File: src/rtl/core/tcw_pkg.sv
// ----------------------------------------------------------------------------
// tcw_pkg
// Types and constants shared by the text console writer modules.
// ----------------------------------------------------------------------------
`default_nettype none

package tcw_pkg;

   // field widths
   localparam int OP_W     = 3;
   localparam int CHAR_W   = 8;
   localparam int NIBBLE_W = 4;
   localparam int ATTR_W   = 8;
   localparam int CURSOR_W = 11;
   localparam int CELL_W   = 16;

   // op codes
   localparam logic [OP_W-1:0] OP_PUT_CHAR  = 3'd0;
   localparam logic [OP_W-1:0] OP_SET_COLOR = 3'd1;
   localparam logic [OP_W-1:0] OP_PUSH      = 3'd2;
   localparam logic [OP_W-1:0] OP_POP       = 3'd3;
   localparam logic [OP_W-1:0] OP_CLEAR     = 3'd4;
   localparam logic [OP_W-1:0] OP_READ_CELL = 3'd5;

   // control characters
   localparam logic [CHAR_W-1:0] CHAR_CR    = 8'h0D;
   localparam logic [CHAR_W-1:0] CHAR_LF    = 8'h0A;
   localparam logic [CHAR_W-1:0] CHAR_BS    = 8'h08;
   localparam logic [CHAR_W-1:0] CHAR_TAB   = 8'h09;
   localparam logic [CHAR_W-1:0] CHAR_BLANK = 8'h20;

   localparam logic [ATTR_W-1:0] RESET_COLOR = 8'h07;

   localparam int TAB_SPACES = 4;
   localparam int TAB_W      = $clog2(TAB_SPACES);

   typedef enum logic [3:0] {
      CMD_PRINT,
      CMD_CR,
      CMD_LF,
      CMD_BS,
      CMD_TAB,
      CMD_SET,
      CMD_PUSH,
      CMD_POP,
      CMD_CLEAR,
      CMD_READ,
      CMD_NOP
   } kind_type;

   typedef struct packed {
      logic [OP_W-1:0]     op;
      logic [CHAR_W-1:0]   char_code;
      logic                update_cursor;
      logic [NIBBLE_W-1:0] fg;
      logic [NIBBLE_W-1:0] bg;
      logic [CURSOR_W-1:0] cell_index;
   } req_type;

   typedef struct packed {
      logic [CURSOR_W-1:0] shown_cursor;
      logic [CELL_W-1:0]   cell_value;
      logic [ATTR_W-1:0]   color_now;
      logic                error;
   } rsp_type;

   typedef struct packed {
      kind_type            kind;
      logic [CHAR_W-1:0]   ch;
      logic                upd;
      logic [ATTR_W-1:0]   attr;
      logic [CURSOR_W-1:0] idx;
   } cmd_type;

endpackage

`default_nettype wire

File: src/rtl/core/tcw_front.sv
// ----------------------------------------------------------------------------
// tcw_front
// Accepts requests, classifies them into commands and queues them.
// ----------------------------------------------------------------------------
`default_nettype none

module tcw_front (
   input  wire logic            clock,
   input  wire logic            reset,
   input  wire logic            push,
   output logic                 full,
   input  wire tcw_pkg::req_type req_data,
   input  wire logic            hold,
   output logic                 cmd_valid,
   output tcw_pkg::cmd_type     cmd,
   input  wire logic            cmd_pop
);

   tcw_pkg::cmd_type q_ff [2];
   tcw_pkg::cmd_type cmd_new;
   logic             wr_ptr_ff;
   logic             rd_ptr_ff;
   logic [1:0]       count_ff;
   logic             do_push;
   logic             do_pop;

   always_comb begin
      cmd_new.ch   = req_data.char_code;
      cmd_new.upd  = req_data.update_cursor;
      cmd_new.attr = {req_data.bg, req_data.fg};
      cmd_new.idx  = req_data.cell_index;
      case (req_data.op)
         tcw_pkg::OP_PUT_CHAR: begin
            case (req_data.char_code)
               tcw_pkg::CHAR_CR: cmd_new.kind = tcw_pkg::CMD_CR;
               tcw_pkg::CHAR_LF: cmd_new.kind = tcw_pkg::CMD_LF;
               tcw_pkg::CHAR_BS: cmd_new.kind = tcw_pkg::CMD_BS;
               tcw_pkg::CHAR_TAB: begin
                  cmd_new.kind = tcw_pkg::CMD_TAB;
                  cmd_new.ch   = tcw_pkg::CHAR_BLANK;
               end
               default: cmd_new.kind = tcw_pkg::CMD_PRINT;
            endcase
         end
         tcw_pkg::OP_SET_COLOR: cmd_new.kind = tcw_pkg::CMD_SET;
         tcw_pkg::OP_PUSH:      cmd_new.kind = tcw_pkg::CMD_PUSH;
         tcw_pkg::OP_POP:       cmd_new.kind = tcw_pkg::CMD_POP;
         tcw_pkg::OP_CLEAR:     cmd_new.kind = tcw_pkg::CMD_CLEAR;
         tcw_pkg::OP_READ_CELL: cmd_new.kind = tcw_pkg::CMD_READ;
         default:               cmd_new.kind = tcw_pkg::CMD_NOP;
      endcase
   end

   assign full      = (count_ff == 2'd2) || hold;
   assign do_push   = push && !full;
   assign cmd_valid = (count_ff != 2'd0);
   assign do_pop    = cmd_pop && cmd_valid;
   assign cmd       = q_ff[rd_ptr_ff];

   always_ff @(posedge clock) begin
      if (do_push) begin
         q_ff[wr_ptr_ff] <= cmd_new;
      end
      if (reset) begin
         wr_ptr_ff <= 1'b0;
         rd_ptr_ff <= 1'b0;
         count_ff  <= 2'd0;
      end else begin
         if (do_push) begin
            wr_ptr_ff <= !wr_ptr_ff;
         end
         if (do_pop) begin
            rd_ptr_ff <= !rd_ptr_ff;
         end
         case ({do_push, do_pop})
            2'b10:   count_ff <= count_ff + 2'd1;
            2'b01:   count_ff <= count_ff - 2'd1;
            default: count_ff <= count_ff;
         endcase
      end
   end

endmodule

`default_nettype wire

File: config.mk
export PLATFORM = sky130hd
export DESIGN_NAME = tcw_front
export DESIGN_NICKNAME = d
export VERILOG_FILES = /design/src/rtl/core/tcw_pkg.sv /design/src/rtl/core/tcw_front.sv
export SDC_FILE = /design/constraint.sdc
export NUM_CORES = 1
export LEC_CHECK = 0
export ABC_AREA = 1
export BUFFER_PORTS_ARGS = -buffer_cell sky130_fd_sc_hd__buf_2
export CAP_MARGIN = 20
export CORE_ASPECT_RATIO = 0.5
export CORE_MARGIN = 2
export CORE_UTILIZATION = 35
export DETAILED_ROUTE_END_ITERATION = 10
export GPL_TIMING_DRIVEN = 0
export PLACE_DENSITY = 0.56
export SLEW_MARGIN = 15
export SYNTH_ARGS = -nofsm -noshare
export SYNTH_HDL_FRONTEND = slang
export SYNTH_SLANG_ARGS = --single-unit
File: constraint.sdc
create_clock -name clock -period 3.2 [get_ports clock]
set_clock_uncertainty 0.05 [all_clocks]
set_input_delay 0.16 -clock clock [delete_from_list [all_inputs] [get_ports clock]]
set_output_delay 0.16 -clock clock [all_outputs]
set_load 0.03 [all_outputs]
* After elaboration in Yosys (flattened, before gate mapping) *
Memory sizes are Yosys's and may differ from the RTL's. A register that Yosys moved wholly into a read port is not among the register bits.
Cells that the tools add are included.

cells by class
  add/sub/neg operators = 2
  equal/unequal tests = 12
  multiplexer cells = 9
  reduce and logical (&&, ||, !) cells = 9

operators by type and width
  cell                                              count
  == test 8 x 4 -> 1 bit, second input constant     4
  case mux 4 bit (6 select lines)                   1
  two-way mux 8 bit                                 2
  case mux 3 bit (4 select lines)                   1
  == test 3 x 2 -> 1 bit, second input constant     2
  == test 3 bit, second input constant              2
  == test 2 bit, second input constant              2
  two-way mux 1 bit                                 4
  case mux 2 bit (2 select lines)                   1
  nonzero test 2 bit                                2
  == test 3 x 1 -> 1 bit, second input constant     1
  zero test 1 bit                                   3
  zero test 3 bit                                   1
  adder 2 x 1 -> 2 bit, second input constant       1
  == test 2 x 1 -> 1 bit, second input constant     1
  logical AND 1 bit                                 2
  subtractor 2 x 1 -> 2 bit, second input constant  1
  logical OR 1 bit                                  1

word-level totals
  register bits = 4
  bits in writable memories = 64
  bits of input ports = 36
  output and inout bits = 34
  word-level logic and storage cells = 36
  memories kept = 1

memory list
  memory  words  width  rd ports  clocked after memory_dff  wr ports  RTL line         source
  q_ff    2      32     1         1                         1         tcw_front.sv:19  tcw_pkg::cmd_type q_ff [2];

* Longest topological paths before layout *
  depth in word-level cells = 6
  mapped depth = 9

* Least setup slack after synthesis *
Ideal clock, no wire load.

  path type = reg2reg
  start point = register count_ff[0]
  end point = memory q_ff[0][0] (netlist bit) (enable)
  library setup time = 421 ps
  arrival time = 1959 ps
  path slack = 770 ps
  stages on the path, launching flop included = 5
  period minus slack after synthesis = 2430 ps
  cells stage by stage = dfxtp_1 > inv_1 > nand2_2 > nand3_2 > nor2_1

between the ends
  cells in the longest elaborated chain, start to end = 6

ends and longest elaborated chain
  element                                  RTL line         source
  from (decl)                              tcw_front.sv:23  logic [1:0] count_ff;
  from (signal assigned)                   tcw_front.sv:76  2'b10: count_ff <= count_ff + 2'd1;
  from (signal assigned)                   tcw_front.sv:77  2'b01: count_ff <= count_ff - 2'd1;
  from (signal assigned)                   tcw_front.sv:78  default: count_ff <= count_ff;
  == test 2 bit                            tcw_front.sv:54  assign full = (count_ff == 2'd2) || hold;
  logical OR 1 bit                         tcw_front.sv:54
  zero test 1 bit                          tcw_front.sv:55  assign do_push = push && !full;
  logical AND 1 bit                        tcw_front.sv:55
  two-way mux 1 bit                        tcw_front.sv:61  if (do_push) begin
  two-way mux 1 bit (implied by the code)  tcw_front.sv:62  q_ff[wr_ptr_ff] <= cmd_new;
  to (decl)                                tcw_front.sv:19

No other way between the ends.

* Worst setup path in the final report *
  start point = register count_ff[0]
  end point = memory q_ff[0][19] (netlist bit) (enable)

The elaborated chain is that of the path after synthesis.

==> flow_summary.ini <==
[run_status]
status = finished clean

[timing]
slew_viol_final = 0
tightestPinTransition_ns = 0.7499
rsz0062_at_grt = no
slew_headroom_pct = 49.94
setup_viol = 0
max_freq_mhz = 579.4
hold_violations = 0
setup_tns_ns = 0
period_needed_ns = 1.726
min_period_over_period_pct = 53.93

[detailed_routing]
drc = 0
via_per_inst = 4.217
dr.pass1.iters = 4
drtAntennaViolNets = 0
wirelength_mm = 5.037
vias = 1691
drt-initial-drc-count = 84
avgRoutedWirePerCell_um = 12.56

[min_path]
min_path_type = input pin to flop

[logic_synthesis]
synth_top_area_share_pct = 66.24
ys_warn_count = 0
syn-num-nets = 219
synth_largest_area_cell = edfxtp_1
ys_ff_latch = 69
synth-seq-area-share_pct = 69.69
synth.area.top_cells = edfxtp_1 66%, mux2_4 16%, dfxtp_1 3.4%
synthDistinctLibCells = 21
syn_area_sq_mm = 0.002902
netlist_instances = 182
synth_area_per_cell_sq_um = 15.94

[cts]
clkTransAtPathRegs_ns = 0.05
post_cts_resized = 0
ctsHoldBuffers = 21
clock_sinks = 69
cts_root_buf = clkbuf_16
post-cts-setup-buffers = 0
cts-htree-levels = 3
clk_path_buf_depth = 2
cts_buffers = 9
cts_tree = built
clock_latency_ns = 0.32

[floorplanning]
dieArea_sq_mm = 0.009078
placementRows = 23
die_x_um = 132.8
die_y_um = 68.38
core_area_sq_mm = 0.008029
initial_core_util_pct = 36.14
io_pins = 70

[power]
fin_total_pwr_w = 0.002473
powerDensity_mw_per_mm2 = 628.8
ir_drop_v = 0.0002648
p_leak_nw = 1.622

[global_route]
grt_usage_pct = 11.81
grt_pass1_vias = 1738
grt_pass1_wl_mm = 7.728
antenna_found_initial = 0
grt-ovfl-total = 0
grt_max_degree = 33

[worst_setup_path]
path_max_fanout = 17
crit_path_start_kind = flop
end_kind = flop
crit_arrival_ns = 1.71
critical_path_class = flop to flop
required_ns = 3.18

[flow_run]
cap_violations = 0

[place]
io_buffers = 69
dp_hpwl_mm = 3.478
gp_congestion = 0.7444

[final_layout]
area_growth_pct = 35.58
nets = 321
final_common_cell = buf_2
drive_gt1_share_pct = 43.25
antennaDiodeCount = 0
mostFrequentLayoutCells = 69 x buf_2, 64 x edfxtp_1, 30 x mux2_4
layer usage:
metal / share of wire [%] / global-route usage, % / up-vias
li1: - / - / 842
met1: 43 / 12.65 / 802
met2: 50 / 20.34 / 38
met3: 5.3 / 5.407 / 9
met4: 1.7 / 6.183 / 0
met5: 0 / 0 / -
path summary, 6_finish.rpt:
| path | start | end | slack, ns | cells past startpoint |
|---|---|---|---|---|
| worst max register to register | count_ff[0] | q_ff[0][19] | 1.47 | 5 |
| worst min-delay path | req_data[21] | q_ff[0][21] | 0.08 | 2 |
| worst min register to register | rd_ptr_ff | flop | 0.46 | 2 |
| worst max-delay path | count_ff[0] | q_ff[0][19] | 1.47 | 5 |
through the flow:
step	setup slack, ns	std cells	util, %	cell area, sq um	hold WS [ns]
floorplan	0.7701	182	-	2902	0.1815
global placement	-0.05375	363	42.18	3387	0.2890
detailed placement	1.443	364	42.62	3422	0.2957
CTS	1.439	401	48.99	3934	0.06661
global route	1.329	401	48.99	3934	0.07509
finish	1.474	401	48.99	3934	0.08311
cell usage after synthesis:
cell,n
edfxtp_1,64
nand3_1,3
o21a_1,1
nor3_1,1
mux2_2,2
xnor2_1,1
ha_1,1
o21ai_0,2
nand2_2,1
mux2_4,30
nand3_2,1
nand2_1,22
a21oi_1,4
inv_1,19
dfxtp_1,5
buf_12,3
buf_6,1
nor2_1,12
nand4_1,2
or2_2,1
clkbuf_1,6
flip-flops by register name, summed over array words and instances (netlist names), named ones only:
name and flops:
rd_ptr_ff 1, count_ff 2, wr_ptr_ff 1, q_ff 64
power by group:
group | leakage (nW) | total, W | switching (W) | internal [W]
logic | 0.845 | 0.000465 | 0.000257 | 0.000208
clock network | 0.149 | 0.000953 | 0.000323 | 0.000630
registers | 0.629 | 0.00106 | 0.0000165 | 0.00104
logic make-up after synthesis:
logic type | after synthesis | synth area share (%)
flops | 69 | 69.69
buf+inv | 29 | 5.692
simple gates | 43 | 6.296
mux | 32 | 16.30
compound gates | 7 | 1.294
fa+ha+maj | 1 | 0.4312
xor+xnor | 1 | 0.3019
worst max-delay path: stages (launching register included):
cell and delay (ns):
dfxtp_1 0.38, inv_1 0.11, nand2_2 0.09, nand3_2 0.11
nor2_4 0.46, buf_16 0.23
layout make-up:
class	count	area (sq um)
flip-flops and latches	69	2022
repair buffers	91	583.1
fillers	710	4095
well taps	112	140.1
clock buffers	16	301.5
plain buffers	10	93.84
multi-input cells	84	721.9
inverters	19	71.32
Note: power is estimated with default switching activity, not from simulation.
